$ cat config.mk
export PLATFORM = sky130hd
export DESIGN_NAME = stable_priority_task_queue
export DESIGN_NICKNAME = d
export VERILOG_FILES = /design/src/rtl/core/sptq_pkg.sv /design/src/rtl/core/sptq_cell.sv /design/src/rtl/core/sptq_ctrl.sv /design/src/rtl/core/stable_priority_task_queue.sv
export SDC_FILE = /design/constraint.sdc
export NUM_CORES = 1
export LEC_CHECK = 0
export BUFFER_PORTS_ARGS = -buffer_cell sky130_fd_sc_hd__buf_2
export CORE_AREA = 2 2 221 223
export DETAILED_ROUTE_END_ITERATION = 10
export DIE_AREA = 0 0 223 225
export HOLD_SLACK_MARGIN = 0.08
export PLACE_DENSITY = 0.57
export SYNTH_ARGS = -nofsm -noshare
export SYNTH_HDL_FRONTEND = slang
export SYNTH_SLANG_ARGS = --single-unit
$ cat constraint.sdc
create_clock -name clk -period 4.4 [get_ports clk]
set_input_delay 0.88 -clock clk [delete_from_list [all_inputs] [get_ports clk]]
set_output_delay 0.88 -clock clk [all_outputs]
set_load 0.02 [all_outputs]
$ cat src/rtl/core/sptq_pkg.sv
// ----------------------------------------------------------------------------
// sptq_pkg
// Types, codes and sizes shared by the stable priority task queue.
// ----------------------------------------------------------------------------
package sptq_pkg;

	localparam int DEF_ENTRIES = 16;
	localparam int FUNC_W      = 3;
	localparam int ID_W        = 8;
	localparam int PRI_W       = 8;
	localparam int STATUS_W    = 3;
	localparam int LENGTH_W    = 5;

	typedef enum logic [FUNC_W-1:0] {
		FN_PRIO_INSERT = 3'd0,
		FN_PUSH_FRONT  = 3'd1,
		FN_APPEND_BACK = 3'd2,
		FN_POP_FRONT   = 3'd3,
		FN_REMOVE      = 3'd4,
		FN_CLEAR       = 3'd5
	} func_t;

	typedef enum logic [STATUS_W-1:0] {
		ST_OK       = 3'd0,
		ST_EMPTY    = 3'd1,
		ST_FULL     = 3'd2,
		ST_NOTFOUND = 3'd3,
		ST_DUP      = 3'd4
	} result_code_t;

	typedef enum logic [1:0] {
		CELL_HOLD,
		CELL_LOAD,
		CELL_LEFT,
		CELL_RIGHT
	} cell_cmd_t;

	typedef struct packed {
		logic [FUNC_W-1:0] func;
		logic [ID_W-1:0]   task_id;
		logic [PRI_W-1:0]  priority_req;
	} req_t;

	typedef struct packed {
		logic [STATUS_W-1:0] status;
		logic [ID_W-1:0]     popped_id;
		logic [PRI_W-1:0]    popped_priority;
		logic [LENGTH_W-1:0] length;
	} rsp_t;

	typedef struct packed {
		logic [ID_W-1:0]  id;
		logic [PRI_W-1:0] pri;
	} entry_t;

endpackage

$ cat src/rtl/core/sptq_cell.sv
// ----------------------------------------------------------------------------
// sptq_cell
// One queue slot: holds an entry, compares it with the request and loads
// from the request, its left or its right neighbour on command.
// ----------------------------------------------------------------------------
module sptq_cell (
	input  logic                         clk,
	input  sptq_pkg::cell_cmd_t          cmd,
	input  sptq_pkg::entry_t             ins,
	input  sptq_pkg::entry_t             left,
	input  sptq_pkg::entry_t             right,
	input  logic [sptq_pkg::ID_W-1:0]    task_id,
	input  logic [sptq_pkg::PRI_W-1:0]   priority_req,
	output sptq_pkg::entry_t             entry,
	output logic                         match,
	output logic                         le
);
	import sptq_pkg::*;

	entry_t entry_q;

	always_ff @(posedge clk) begin
		case (cmd)
			CELL_LOAD:  entry_q <= ins;
			CELL_LEFT:  entry_q <= left;
			CELL_RIGHT: entry_q <= right;
			default:    entry_q <= entry_q;
		endcase
	end

	assign entry = entry_q;
	assign match = (entry_q.id == task_id);
	assign le    = (entry_q.pri <= priority_req);

endmodule

$ cat src/rtl/core/sptq_ctrl.sv
// ----------------------------------------------------------------------------
// sptq_ctrl
// Decodes a request against the cell flags: finds the insert or remove
// position, issues one command per cell and forms the response.
// ----------------------------------------------------------------------------
module sptq_ctrl #(
	parameter int ENTRIES = sptq_pkg::DEF_ENTRIES,
	localparam int CW = $clog2(ENTRIES + 1)
) (
	input  logic                                 go,
	input  sptq_pkg::req_t                       req,
	input  logic [CW-1:0]                        count_q,
	input  logic [ENTRIES-1:0]                   match,
	input  logic [ENTRIES-1:0]                   le,
	input  sptq_pkg::entry_t                     front,
	output sptq_pkg::cell_cmd_t [ENTRIES-1:0]    cmd,
	output logic [CW-1:0]                        count_d,
	output sptq_pkg::rsp_t                       rsp
);
	import sptq_pkg::*;

	logic [ENTRIES-1:0] occ;
	logic [ENTRIES-1:0] occle;
	logic [ENTRIES-1:0] hit;
	logic [ENTRIES-1:0] lead_le;
	logic [ENTRIES-1:0] thru;
	logic [ENTRIES-1:0] ins_ge;
	logic [ENTRIES-1:0] prev_ge;
	logic [ENTRIES-1:0] shl;
	logic               dup;
	logic               full;
	logic               empty;
	logic               is_ins;
	logic               do_ins;
	logic               do_rem;

	function automatic logic [ENTRIES-1:0] below_mask(input int idx);
		return (ENTRIES'(1) << idx) - ENTRIES'(1);
	endfunction

	always_comb begin
		for (int i = 0; i < ENTRIES; i++) begin
			occ[i] = (CW'(i) < count_q);
		end
		occle = occ & le;
		hit   = occ & match;
		// every slot up to and including i is occupied with priority not above the request
		for (int i = 0; i < ENTRIES; i++) begin
			lead_le[i] = &(occle | ~(below_mask(i) | (ENTRIES'(1) << i)));
			thru[i]    = |(hit & (below_mask(i) | (ENTRIES'(1) << i)));
		end
		dup   = |hit;
		full  = (count_q == CW'(ENTRIES));
		empty = (count_q == '0);

		case (req.func)
			FN_PUSH_FRONT:  ins_ge = '1;
			FN_APPEND_BACK: ins_ge = ~occ;
			default:        ins_ge = ~lead_le;
		endcase
		prev_ge = {ins_ge[ENTRIES-2:0], 1'b0};
		shl     = (req.func == FN_POP_FRONT) ? '1 : thru;

		is_ins = req.func inside {FN_PRIO_INSERT, FN_PUSH_FRONT, FN_APPEND_BACK};
		do_ins = 1'b0;
		do_rem = 1'b0;
		rsp    = '0;
		count_d = count_q;

		case (req.func)
			FN_PRIO_INSERT, FN_PUSH_FRONT, FN_APPEND_BACK: begin
				if (dup) begin
					rsp.status = ST_DUP;
				end else if (full) begin
					rsp.status = ST_FULL;
				end else begin
					do_ins  = 1'b1;
					count_d = count_q + CW'(1);
				end
			end
			FN_POP_FRONT: begin
				if (empty) begin
					rsp.status = ST_EMPTY;
				end else begin
					do_rem              = 1'b1;
					rsp.popped_id       = front.id;
					rsp.popped_priority = front.pri;
					count_d             = count_q - CW'(1);
				end
			end
			FN_REMOVE: begin
				if (empty) begin
					rsp.status = ST_EMPTY;
				end else if (!dup) begin
					rsp.status = ST_NOTFOUND;
				end else begin
					do_rem  = 1'b1;
					count_d = count_q - CW'(1);
				end
			end
			FN_CLEAR: begin
				count_d = '0;
			end
			default: begin
			end
		endcase
		rsp.length = LENGTH_W'(count_d);

		for (int i = 0; i < ENTRIES; i++) begin
			cmd[i] = CELL_HOLD;
			if (go && do_ins && is_ins && ins_ge[i]) begin
				cmd[i] = prev_ge[i] ? CELL_LEFT : CELL_LOAD;
			end else if (go && do_rem && shl[i]) begin
				cmd[i] = CELL_RIGHT;
			end
		end
	end

endmodule

$ cat src/rtl/core/stable_priority_task_queue.sv
// ----------------------------------------------------------------------------
// stable_priority_task_queue
// Ordered queue of task ids with priorities, kept in a row of shifting cells.
//
//   channel  dir  payload  handshake
//   req      in   req_t    req_valid / req_stall
//   rsp      out  rsp_t    rsp_valid / rsp_stall
//
// One request beat per cycle unless stalled; its response appears next cycle.
// Every cell compares with the request at once and the whole row shifts in
// the same cycle, so the cycle is set by the compare and position search.
// Reset clears the length and the response valid; slot contents stay as-is.
// A stalled response holds and stalls the request side until it is taken.
// ----------------------------------------------------------------------------
module stable_priority_task_queue #(
	parameter int ENTRIES = sptq_pkg::DEF_ENTRIES
) (
	input  logic             clk,
	input  logic             arst_n,
	input  logic             req_valid,
	output logic             req_stall,
	input  sptq_pkg::req_t   req,
	output logic             rsp_valid,
	input  logic             rsp_stall,
	output sptq_pkg::rsp_t   rsp
);
	import sptq_pkg::*;

	localparam int CW = $clog2(ENTRIES + 1);

	logic                        accept;
	logic [CW-1:0]               count_q;
	logic [CW-1:0]               count_d;
	logic                        rsp_valid_q;
	rsp_t                        rsp_q;
	rsp_t                        rsp_d;
	entry_t                      ins;
	entry_t [ENTRIES-1:0]        ents;
	entry_t [ENTRIES-1:0]        left_of;
	entry_t [ENTRIES-1:0]        right_of;
	cell_cmd_t [ENTRIES-1:0]     cmd;
	logic [ENTRIES-1:0]          match;
	logic [ENTRIES-1:0]          le;

	assign req_stall = rsp_valid_q && rsp_stall;
	assign accept    = req_valid && !req_stall;

	assign ins      = '{id: req.task_id, pri: req.priority_req};
	assign left_of  = {ents[ENTRIES-2:0], ins};
	assign right_of = {ents[ENTRIES-1], ents[ENTRIES-1:1]};

	for (genvar g = 0; g < ENTRIES; g++) begin : g_cell
		sptq_cell u_cell (
			.clk          (clk),
			.cmd          (cmd[g]),
			.ins          (ins),
			.left         (left_of[g]),
			.right        (right_of[g]),
			.task_id      (req.task_id),
			.priority_req (req.priority_req),
			.entry        (ents[g]),
			.match        (match[g]),
			.le           (le[g])
		);
	end

	sptq_ctrl #(
		.ENTRIES (ENTRIES)
	) u_ctrl (
		.go      (accept),
		.req     (req),
		.count_q (count_q),
		.match   (match),
		.le      (le),
		.front   (ents[0]),
		.cmd     (cmd),
		.count_d (count_d),
		.rsp     (rsp_d)
	);

	always_ff @(posedge clk or negedge arst_n) begin
		if (!arst_n) begin
			count_q     <= '0;
			rsp_valid_q <= 1'b0;
		end else begin
			if (accept) begin
				count_q     <= count_d;
				rsp_valid_q <= 1'b1;
			end else if (!rsp_stall) begin
				rsp_valid_q <= 1'b0;
			end
		end
	end

	always_ff @(posedge clk) begin
		if (accept) begin
			rsp_q <= rsp_d;
		end
	end

	assign rsp_valid = rsp_valid_q;
	assign rsp       = rsp_q;

endmodule

== After elaboration in Yosys (flattened, before gate mapping) ==
Cells that the tools add are included.

* Register bits: 286

* Reduce and logical (&&, ||, !) cells: 90
* Equal/unequal tests: 70
* Muxes and demuxes: 86
* Bitwise logic cells: 5
* $lt $le $gt $ge: 32
* Add/sub/neg operators: 2

{| class="wikitable"
|+ Operators with widths
! kind !! count
|-
| 16-bit one-hot mux with 3 select lines || 14
|-
| 8-bit equality test || 16
|-
| 8-bit less-or-equal comparator || 16
|-
| 2-bit 2-to-1 mux || 49
|-
| 16-bit one-hot mux with 2 select lines || 3
|-
| 2-bit equality test (second input constant) || 31
|-
| 3-bit nonzero test || 15
|-
| 4-bit by 5-bit less-than comparator with 1-bit output (first input constant) || 8
|-
| 1-bit logical AND || 37
|-
| 16-bit AND || 2
|-
| 2-bit by 1-bit equality test with 1-bit output (second input constant) || 16
|-
| 16-bit NOT || 2
|-
| 5-bit 2-to-1 mux || 5
|-
| 3-bit by 5-bit less-than comparator with 1-bit output (first input constant) || 4
|-
| 5-bit one-hot mux with 4 select lines || 1
|-
| 16-bit 2-to-1 mux || 1
|-
| 16-bit AND reduction || 1
|-
| 16-bit OR reduction || 1
|-
| 15-bit AND reduction || 1
|-
| 15-bit OR reduction || 1
|-
| 14-bit AND reduction || 1
|-
| 14-bit OR reduction || 1
|-
| 13-bit AND reduction || 1
|-
| 13-bit OR reduction || 1
|-
| 40 further kinds || 57
|}

== Longest topological paths before layout ==
Gate-level depths: netlist of the first run.

* Depth after elaboration: 13
* Gate-level depth with buffers: 17
* Mapped depth without buffers: 14

== Hierarchy ==
Synthesis of the first run repeated with hierarchy kept, for this count alone.

* Cell total of the unflattened synthesis: 2,076
* Area, all modules: 20,583.5 um^2

{| class="wikitable"
|+ By module, submodules not included
! module !! area each (um^2) !! cells each !! instances
|-
| sptq_cell || 1,116.1 || 109 || 16
|-
| sptq_ctrl || 1,767.9 || 294 || 1
|-
| stable_priority_task_queue || 958.4 || 38 || 1
|}

== Worst setup path before layout of the first run ==
OpenSTA, ideal clock, no wires.

* Path kind: input port to flip-flop
* From: input port req[1] (netlist bit)
* To: register g_cell[11].u_cell.entry_q (netlist bit g_cell[11].u_cell.entry[0]), enable pin
* Data arrival time: 4.302 ns
* Stages on the path: 13
* Path slack: -0.193 ns
* Path through: inv_1 -> clkbuf_1 -> ha_1 -> nor2b_1 -> o211ai_1 -> a21oi_1 -> o32ai_1 -> nand4_1 -> or3_1 -> o311a_1 -> buf_2 -> clkbuf_1 -> or2_2

* Longest elaborated chain between the ends: 9
* Elaborated cells on any way between the ends: 24

{| class="wikitable"
|+ RTL lines
! what !! RTL line !! text
|-
| start, declared || stable_priority_task_queue.sv:22 || <nowiki>input sptq_pkg::req_t req,</nowiki>
|-
| 8-bit less-or-equal comparator || sptq_cell.sv:33 || <nowiki>assign le = (entry_q.pri <= priority_req);</nowiki>
|-
| 16-bit AND (*) || sptq_ctrl.sv:45 || <nowiki>occle = occ & le;</nowiki>
|-
| 11-bit AND reduction / 12-bit AND reduction (equally long branches) || sptq_ctrl.sv:49 || <nowiki>lead_le[i] = &(occle | ~(below_mask(i) | (ENTRIES'(1) << i)));</nowiki>
|-
| 16-bit NOT (*) || sptq_ctrl.sv:59 || <nowiki>default: ins_ge = ~lead_le;</nowiki>
|-
| 16-bit one-hot mux with 2 select lines (*) || sptq_ctrl.sv:56 || <nowiki>case (req.func)</nowiki>
|-
| 2-bit 2-to-1 mux / 1-bit logical AND (equally long branches) || sptq_ctrl.sv:112, sptq_ctrl.sv:111 ||
|-
| 2-bit 2-to-1 mux (*) || sptq_ctrl.sv:111 || <nowiki>if (go && do_ins && is_ins && ins_ge[i]) begin</nowiki>
|-
| 2-bit by 1-bit equality test with 1-bit output / 2-bit equality test (equally long branches) || sptq_cell.sv:23 || <nowiki>case (cmd)</nowiki>
|-
| 3-bit nonzero test (no line) (*) || - ||
|-
| end signal, assigned || sptq_cell.sv:24 || <nowiki>CELL_LOAD: entry_q <= ins;</nowiki>
|-
| end signal, assigned || sptq_cell.sv:25 || <nowiki>CELL_LEFT: entry_q <= left;</nowiki>
|-
| end signal, assigned || sptq_cell.sv:26 || <nowiki>CELL_RIGHT: entry_q <= right;</nowiki>
|-
| end, declared || sptq_cell.sv:20 || <nowiki>entry_t entry_q;</nowiki>
|}

Mark *: on every way between the ends. The rest lies on a longest branch, timed or not.
A chain may end at the register's enable or synchronous reset.

== Worst setup path in the final report of the first run ==
* From: register count_q[2]
* To: register g_cell[2].u_cell.entry_q (netlist bit g_cell[2].u_cell.entry[7]) (data pin)

* Longest elaborated chain between the ends: 12
* Elaborated cells on any way between the ends: 47

{| class="wikitable"
|+ RTL lines
! what !! RTL line !! text
|-
| start, declared || stable_priority_task_queue.sv:32 || <nowiki>logic [CW-1:0] count_q;</nowiki>
|-
| start signal, assigned || stable_priority_task_queue.sv:87 || <nowiki>count_q <= count_d;</nowiki>
|-
| 1-bit by 5-bit less-than comparator with 1-bit output, or another cell as far along || sptq_ctrl.sv:43 || <nowiki>occ[i] = (CW'(i) < count_q);</nowiki>
|-
| 16-bit AND || sptq_ctrl.sv:46 || <nowiki>hit = occ & match;</nowiki>
|-
| 16-bit OR reduction || sptq_ctrl.sv:52 || <nowiki>dup = |hit;</nowiki>
|-
| 1-bit 2-to-1 mux || sptq_ctrl.sv:94 || <nowiki>end else if (!dup) begin</nowiki>
|-
| 1-bit 2-to-1 mux || sptq_ctrl.sv:92 || <nowiki>if (empty) begin</nowiki>
|-
| 1-bit one-hot mux with 2 select lines || sptq_ctrl.sv:70 || <nowiki>case (req.func)</nowiki>
|-
| 1-bit logical AND (2 in a row) || sptq_ctrl.sv:113 || <nowiki>end else if (go && do_rem && shl[i]) begin</nowiki>
|-
| 2-bit 2-to-1 mux || sptq_ctrl.sv:113 ||
|-
| 2-bit 2-to-1 mux (*) || sptq_ctrl.sv:111 ||
|-
| 2-bit equality test / 2-bit by 1-bit equality test with 1-bit output (equally long branches) || sptq_cell.sv:23 ||
|-
| 16-bit one-hot mux with 3 select lines (*) || sptq_cell.sv:23 ||
|-
| end signal, assigned || sptq_cell.sv:24 ||
|-
| end signal, assigned || sptq_cell.sv:25 ||
|-
| end signal, assigned || sptq_cell.sv:26 ||
|-
| end, declared || sptq_cell.sv:20 ||
|}

Marks and branches as above.

==> results.toml, run 1 <==
[synth]
synth_commonest_cells = "edfxtp_1, ha_1, nor3_1"
async_flop_share_pct = 2.098
syn_inst = 1744
synth_top_area_share_pct = 44.32
yosys-top-cells-area = "edfxtp_1, ha_1, a221o_1, a22oi_1, xor2_1"
synth_seq_area_share_pct = 45.11
synth_nets = 1901
synth-main-ff-cell = "edfxtp_1"
synth_most_common_cell = "edfxtp_1"
avgSynthCellArea_um2 = 10.88
synth_top_cell_by_area = "edfxtp_1"
synth_edf_count = 280
ys_types = 87
netlist_area_mm2 = 0.01897
ys_warn_count = 0
synth_seq_cells = 286

[cts]
clk_pin_slew_ns = 0.06
cts_tree = "built"
clock_path_buffers = 3
cts_buffers = 37
worstSkewPairLatency_ns = 0.56
cts_root_buf = "clkbuf_16"
h-tree-depth = 2
clkSinkCount = 286

[floorplanning]
die_h_um = 225
ios = 49
core_area_mm2 = 0.04755
chipWidth_um = 223
die_area_mm2 = 0.05018
placementRows = 80
initial_core_util_pct = 39.91

[grt]
grt_antenna_before_repair = 1
grt_busiest_layer = "met2"
grt_max_degree = 33
use_met2_pct = 38.48
track_usage_pct = 26.18
grt_use_met1_pct = 37.89
gr-total-overflow = 0
grt_pass1_wl_um = 97820
grt_pass1_vias = 15269
met3_usage_pct = 5.945

[routing]
wl_per_cell_um = 25.57
drt_wl_total_um = 65930
viasPerCell = 6.267
firstDrtPassIters = 5
drt.antenna.violating_nets = 0
drt_iter0_drc = 1856
drcViolationCount = 0
vias = 16162

[worst_hold_path]
hp-class = "in2async"

[timing]
max_slew.worst_pin.slew_ns = 1.299
max_freq_mhz = 248.5
rsz0062_at_grt = "false"
slew_viol_final = 0
finClkSkew_ns = 0.01632
fin_crit_sh_pct = 91.45
max_slew_margin_pct = 13.29
finalSetupViolCount = 0
period_needed_ns = 4.024
finalHoldViolCount = 0

[setup_path]
worstSetupPathType = "reg2reg"
regToRegStartpoint = "count_q[2]"
worstPathRequired_ns = 4.78
arrival_ns = 4.40
end_kind = "flop"
r2r_end = "g_cell[2].u_cell.entry[7]"
worstSetupStartpointType = "flop"
worst-path-max-fanout = 32
rr_worst_depth = 13
reg2reg_slack_ns = 0.38

[final_layout]
drive_above_1_share_pct = 21.13
instances_no_fill = 2579
diodes = 0
fin_util_pct = 48.20
nNetsFinal = 2094
syn_to_final_growth_pct = 20.79

[job]
cap_violations = 0

[placed_design]
dp_cells = 2513
dpl.hpwl_um = 51250
io_buffers = 48
routabilityCongestion = 0.9396

[power]
total_leakage_power_nw = 8.681
peakVddDrop_v = 0.0002415
power.density_mw_per_mm2 = 363.9

[outcome]
outcome = "finished, final reports clean"
-- state kept, by name, summed over array words and instances, names as in the netlist --
signal	cells
rsp_valid	1
rsp	24
g_cell.u_cell.entry	256
count_q	5
-- metrics by stage --
step           area [um^2]  hold slack [ns]  total power (W)  TNS, ns  worst slack, ns
2_1_floorplan        18980           0.5457         0.004525        0          0.02228
5_1_grt              22920           0.1392         0.008661        0           0.1067
3_5_place_dp         21760           0.5196         0.005391   -10.09          -0.3104
3_3_place_gp         21760           0.4999         0.005359   -9.603          -0.3062
4_1_cts              22910           0.1286         0.008338        0           0.2712
6_report             22920           0.1440         0.008341        0           0.3764
-- report_power, final --
group	total, W	internal [W]	switching [W]
combinational	0.00199	0.000805	0.00119
clock	0.00295	0.00174	0.00121
sequential	0.00340	0.00323	0.000172
-- critical path, cell delays in order (launching register included) --
cell,delay [ns]
dfrtp_1,0.40
or3_1,0.46
o211ai_1,0.21
nor4_1,0.09
buf_4,0.16
a41oi_1,0.26
and2_0,0.32
buf_4,0.18
nand3_2,0.08
buf_4,0.21
buf_4,0.17
nor3_4,0.94
a22oi_1,0.23
o31ai_1,0.12
-- placed cells by master, fill, tap and decap left out, types with 37 or more instances in the layout --
cell type | netlist | routed
nand2_1 | 75 | 75
xor2_1 | 71 | 71
clkbuf_16 | 0 | 37
xnor2_1 | 58 | 58
inv_1 | 46 | 46
a221o_1 | 90 | 90
buf_4 | 9 | 199
nor3_1 | 92 | 92
buf_2 | 52 | 48
a22oi_1 | 88 | 88
nand4_1 | 47 | 47
o31ai_1 | 74 | 73
nor2_1 | 63 | 62
edfxtp_1 | 280 | 280
a21oi_1 | 77 | 76
buf_12 | 0 | 44
o21ai_0 | 65 | 64
ha_1 | 134 | 134
-- per-layer routing --
metal,share of wire (%),vias to the layer above
met4,3.4,2
li1,-,7297
met5,0.020,-
met2,42,810
met3,10,122
met1,44,7931
-- cell type report --
cell class	count	area [um^2]
timing repair buffer	291	2615
inverter	50	187.7
fill	4272	24630
tap	615	769.5
multi-input combinational	1271	9639
clock buffer	47	973.4
clock inverter	19	175.2
sequential	286	8558
-- kinds of logic after synthesis --
family          Yosys count  share of synthesized area, %
compound gates          538                         21.38
simple gates            425                         11.83
flops                   286                         45.11
buf+inv                 187                         4.418
fa+ha+maj               134                         8.837
xor+xnor                129                         5.955
mux                      45                         2.473
-- how the worst max path moves through the flow --
stage | from | end | slack [ns] | depth (start not counted)
floorplan | req[9] | g_cell[1].u_cell.entry[0] | 0.02 | 11
CTS | req[3] | g_cell[15].u_cell.entry[5] | 0.27 | 18
detailed placement | req[3] | g_cell[15].u_cell.entry[12] | -0.31 | 18
finish | count_q[2] | g_cell[2].u_cell.entry[7] | 0.38 | 13
global placement | req[3] | g_cell[15].u_cell.entry[2] | -0.31 | 17
global route | count_q[2] | g_cell[2].u_cell.entry[6] | 0.11 | 13
-- what timing repair did --
item                                    CTS  global route
endpoints found under the setup margin    0            13
gates resized for setup                   0             1
hold buffers                              0             0
setup buffers                             0             0
(Power assumes the default switching activity.)
==> run 2: changes to the inputs <==
--- a/config.mk
+++ b/config.mk
@@ -10,7 +10,7 @@
 export DETAILED_ROUTE_END_ITERATION = 10
 export DIE_AREA = 0 0 223 225
 export HOLD_SLACK_MARGIN = 0.08
-export PLACE_DENSITY = 0.57
+export PLACE_DENSITY_LB_ADDON = 0.1
 export SYNTH_ARGS = -nofsm -noshare
 export SYNTH_HDL_FRONTEND = slang
 export SYNTH_SLANG_ARGS = --single-unit
==> run 2 against run 1 <==
  * Sequential share of layout area up 0.20 points
  * Non-clock buffer count shrank 10
  * Hold slack worse by 0.0057 ns
  * Clock skew is 0.014 ns higher
  * Maximum frequency decreased by 4.1%
  * Critical path depth fell by 2
  * Design area is 0.55% lower
  * Register-to-register slack got worse by 0.17 ns
  * Count of clock-buffer cells in the layout shrank 5
  * Die area stayed put
  * Clock power fell by 2%
  * Core utilization is 0.26 points lower
  * Critical path type unchanged
  * Critical endpoint is now g_cell[11].u_cell.entry[15]
==> results.toml, run 2 (same netlist as run 1, synthesis figures left out) <==
[outcome]
outcome = "finished, final reports clean"

[final_layout]
largest_reg_flops = 256
nNetsFinal = 2083
final_common_cell = "edfxtp_1"
final_cell_mix = "edfxtp_1, buf_4, ha_1"
fin_util_pct = 47.94
drive_above_1_share_pct = 20.72
syn_to_final_growth_pct = 20.13
finalInstanceArea_mm2 = 0.02279

[power]
peakVddDrop_v = 0.0002234
total_leakage_power_nw = 8.611
power.density_mw_per_mm2 = 360.8

[routing]
viasPerCell = 6.099
drcViolationCount = 0
firstDrtPassIters = 5
drt_iter0_drc = 1697
drt.antenna.violating_nets = 0
vias = 15661
wl_per_cell_um = 25.13
drt_wl_total_um = 64530

[setup_path]
worstPathRequired_ns = 4.69
max_stage_delay_ns = 0.57
worst-path-max-fanout = 15
worstSetupStartpointType = "flop"
worstPathCellList = "or2_1, nor2_2, nor3_1, or4_4, or3_1, nor2_1, o311a_1, buf_4, buf_4, nor3_1, a221o_1"
worstSetupPathType = "reg2reg"
arrival_ns = 4.49
end_kind = "flop"
slowest_stage = "or4_4"

[floorplanning]
die_h_um = 225
die_area_mm2 = 0.05018
placementRows = 80
initial_core_util_pct = 39.91
core_area_mm2 = 0.04755
chipWidth_um = 223
ios = 49

[placed_design]
dpl.hpwl_um = 50040
place_area_mm2 = 0.02169
routabilityCongestion = 0.8796
io_buffers = 48

[timing]
slew_viol_final = 0
finalSetupViolCount = 0
fin_setup_tns_ns = 0
period_needed_ns = 4.194
hold-worst-slack_ns = 0.1383
finalHoldViolCount = 0
rsz0062_at_grt = "false"
max_freq_mhz = 238.5
finClkSkew_ns = 0.02984
fin_crit_sh_pct = 95.31
max_slew.worst_pin.slew_ns = 1.254
max_slew_margin_pct = 16.14

[cts]
cts_buffers = 36
cts_tree = "built"
clkSinkCount = 286
worstSkewPairLatency_ns = 0.56
h-tree-depth = 2
clk_pin_slew_ns = 0.06
cts_setup_buffers = 0
cts_resized = 0
cts_hold_buf = 0
cts_root_buf = "clkbuf_16"
clock_path_buffers = 3

[worst_hold_path]
hp-class = "in2async"

[grt]
gr-total-overflow = 0
grt_pass1_vias = 15143
grt_pass1_wl_um = 96610
grt_max_degree = 34
grt_antenna_before_repair = 8
track_usage_pct = 25.53

[job]
cap_violations = 0
## run 2: cell count changes in the layout (fill, tap and decap cells not counted)
cell | previous run | this run
buf_4 | 199 | 189
clkbuf_1 | 9 | 5
clkinv_2 | 6 | 9
diode_2 | 0 | 3
bufinv_16 | 3 | 2
clkbuf_8 | 1 | 0
clkinvlp_4 | 2 | 1
nor4b_1 | 1 | 2
nor4b_2 | 1 | 0
## run 2: through the flow
stage / power (W) / worst slack [ns] / std cells
after floorplan: 0.004525 / 0.02228 / 1744
after global placement: 0.005349 / -0.1474 / 2503
after detailed placement: 0.005373 / -0.1349 / 2503
after CTS: 0.008265 / 0.2537 / 2565
after global routing: 0.008552 / 0.001347 / 2565
final: 0.008223 / 0.2063 / 2568
## run 2: final timing paths
check	from	to	slack, ns	cells past startpoint
max	count_q[4]	g_cell[11].u_cell.entry[15]	0.21	11
min	arst_n	count_q[2]	0.14	1
max reg2reg	count_q[4]	g_cell[11].u_cell.entry[15]	0.21	11
min reg2reg	rsp_valid	rsp_valid	0.53	2
max in group asynchronous	arst_n	count_q[3]	4.09	1
min in group clk	req_valid	rsp_valid	0.53	2
## run 2: layout make-up
| class | count | area, um^2 |
|---|---|---|
| fill | 4387 | 24750 |
| sequential | 286 | 8558 |
| antenna | 3 | 7.507 |
| inverter | 50 | 187.7 |
| tap | 615 | 769.5 |
| timing repair buffer | 281 | 2540 |
| clock buffer | 42 | 944.7 |
| clock inverter | 20 | 152.6 |
| multi-input combinational | 1271 | 9633 |
## run 2: where the power goes
group	switching (W)	total [W]	leakage (nW)	internal, W
clock	0.00123	0.00288	0.544	0.00165
sequential	0.000163	0.00339	2.66	0.00323
combinational	0.00116	0.00195	5.41	0.000789
total	0.00256	0.00822	8.61	0.00567
## run 2: critical path, delay by kind of cell (launching register included)
family / cells / cell delay (ns)
DFF: 1 / 0.45
buffers and inverters: 2 / 0.43
AOI/OAI and AO/OA: 2 / 0.69
and+or+nand+nor: 7 / 2.35
## run 2: layer usage
layer | up-vias | GRT usage [%] | wire length, um | part of all wire, %
met4 | 0 | 8.054 | 1727 | 2.7
li1 | 7274 | - | - | -
met5 | - | 0 | 0 | 0
met2 | 572 | 39.60 | 28780 | 45
met3 | 91 | 3.520 | 4481 | 6.9
met1 | 7724 | 36.90 | 29540 | 46
==> run 3: changes to the inputs <==
--- a/config.mk
+++ b/config.mk
@@ -11,6 +11,8 @@
 export DIE_AREA = 0 0 223 225
 export HOLD_SLACK_MARGIN = 0.08
 export PLACE_DENSITY_LB_ADDON = 0.1
+export SKIP_LAST_GASP = 1
+export SLEW_MARGIN = 25
 export SYNTH_ARGS = -nofsm -noshare
 export SYNTH_HDL_FRONTEND = slang
 export SYNTH_SLANG_ARGS = --single-unit
==> constraint.sdc (replaced) <==
create_clock -name clk -period 4.4 [get_ports clk]
set_input_delay 0.88 -clock clk [delete_from_list [all_inputs] [get_ports clk]]
set_output_delay 0.88 -clock clk [all_outputs]
set_load 0.1 [all_outputs]
==> run 3 against run 2 <==
  * Hold slack worse by 0.014 ns
  * Register-to-register slack about the same
  * Global-route usage up 0.14 points
  * Critical path depth unchanged
  * Count of clock-buffer cells in the layout up 2
  * Wire length about the same
  * Largest cell class unchanged
  * Critical path type unchanged
  * Clock power up 6%
  * Sequential cell count unchanged
  * Clock skew down 0.010 ns
==> results.toml, run 3 (same netlist as run 1, synthesis figures left out) <==
[cts]
cts_tree = "built"
cts_setup_buffers = 0
cts_resized = 0
cts_hold_buf = 0
h-tree-depth = 2
cts_buffers = 36
clkSinkCount = 286
worstSkewPairLatency_ns = 0.57
clock_path_buffers = 3
cts_root_buf = "clkbuf_16"
clk_pin_slew_ns = 0.07

[timing]
finalSetupViolCount = 0
slew_viol_final = 0
max_freq_mhz = 238.9
finalHoldViolCount = 0
fin_setup_tns_ns = 0
period_needed_ns = 4.185
rsz0062_at_grt = "false"
finClkSkew_ns = 0.01976
max_slew.worst_pin.slew_ns = 0.8706
max_slew_margin_pct = 41.35
fin_crit_sh_pct = 95.12

[placed_design]
dpl.hpwl_um = 50070
io_buffers = 48
routabilityCongestion = 0.8796

[floorplanning]
initial_core_util_pct = 39.91
placementRows = 80
core_area_mm2 = 0.04755
chipWidth_um = 223
ios = 49
die_h_um = 225
die_area_mm2 = 0.05018

[final_layout]
nNetsFinal = 2084
largest_reg_flops = 256
final_common_cell = "edfxtp_1"
fin_util_pct = 48.10
final_cell_mix = "edfxtp_1, buf_4, ha_1"
syn_to_final_growth_pct = 20.53
drive_above_1_share_pct = 20.72

[routing]
firstDrtPassIters = 5
drt_iter0_drc = 1751
drcViolationCount = 0
drt_wl_total_um = 64590
drt.antenna.violating_nets = 0
viasPerCell = 6.132
wl_per_cell_um = 25.12
vias = 15766

[grt]
gr-total-overflow = 0
grt_max_degree = 34
track_usage_pct = 25.68
grt_pass1_vias = 15172
grt_pass1_wl_um = 97190
grt_antenna_before_repair = 3

[job]
cap_violations = 0

[setup_path]
worstSetupStartpointType = "flop"
reg2reg_slack_ns = 0.21
end_kind = "flop"
worst-path-max-fanout = 15
worstPathRequired_ns = 4.71
arrival_ns = 4.50
worstSetupPathType = "reg2reg"

[power]
peakVddDrop_v = 0.0002244
total_leakage_power_nw = 8.644
power.density_mw_per_mm2 = 371.8
power_w = 0.008503

[outcome]
outcome = "finished, final reports clean"

[worst_hold_path]
hp-class = "in2async"
==> run 3: layout make-up <==
cell class,instances,area (um^2)
clock inverters,22,214.0
diodes,1,2.502
repair buffers,282,2551
fillers,4360,24680
clock buffers,44,952.2
well taps,615,769.5
multi-input cells,1271,9633
flip-flops and latches,286,8558
inverters,50,187.7
==> run 3: report_power, final <==
group | total (W) | switching [W] | internal (W)
clock | 0.00304 | 0.00126 | 0.00178
combinational | 0.00207 | 0.00128 | 0.000790
sequential | 0.00339 | 0.000163 | 0.00323
==> run 3: worst max-delay path, stage by stage (launching register included) <==
cell and delay [ns]:
dfrtp_1 0.45, or2_1 0.41, nor2_2 0.31, nor3_1 0.13, or4_4 0.56, or3_1 0.47
nor2_1 0.42, o311a_1 0.42, buf_4 0.28, buf_4 0.15, nor3_1 0.04, a221o_1 0.27
==> run 3: worst paths after layout <==
| path | endpoint | cells past startpoint | start |
|---|---|---|---|
| hold / removal | rsp_valid | 1 | arst_n |
| min in group clk | rsp_valid | 2 | req_valid |
| setup / recovery | g_cell[11].u_cell.entry[15] | 11 | count_q[4] |
| setup reg to reg | g_cell[11].u_cell.entry[15] | 11 | count_q[4] |
| hold reg to reg | rsp_valid | 2 | rsp_valid |
| max in group asynchronous | count_q[3] | 1 | arst_n |
==> run 3: routing by layer <==
metal  vias up  wire, um  global-route usage [%]
li1       7274         -                       -
met5         -         0                       0
met1      7816     29720                   37.38
met2       582     28810                   39.74
met3        94      4319                   3.012
met4         0      1741                   8.422
==> run 3: stage by stage <==
step           hold WS [ns]  cells  area, um^2  setup slack, ns
4_1_cts              0.1156   2570       22870           0.2638
2_1_floorplan        0.5457   1744       18980          0.02228
3_5_place_dp         0.5294   2504       21700          -0.1809
3_3_place_gp         0.5023   2503       21690          -0.1474
6_report             0.1239   2571       22870           0.2146
5_1_grt              0.1334   2570       22870          0.02055
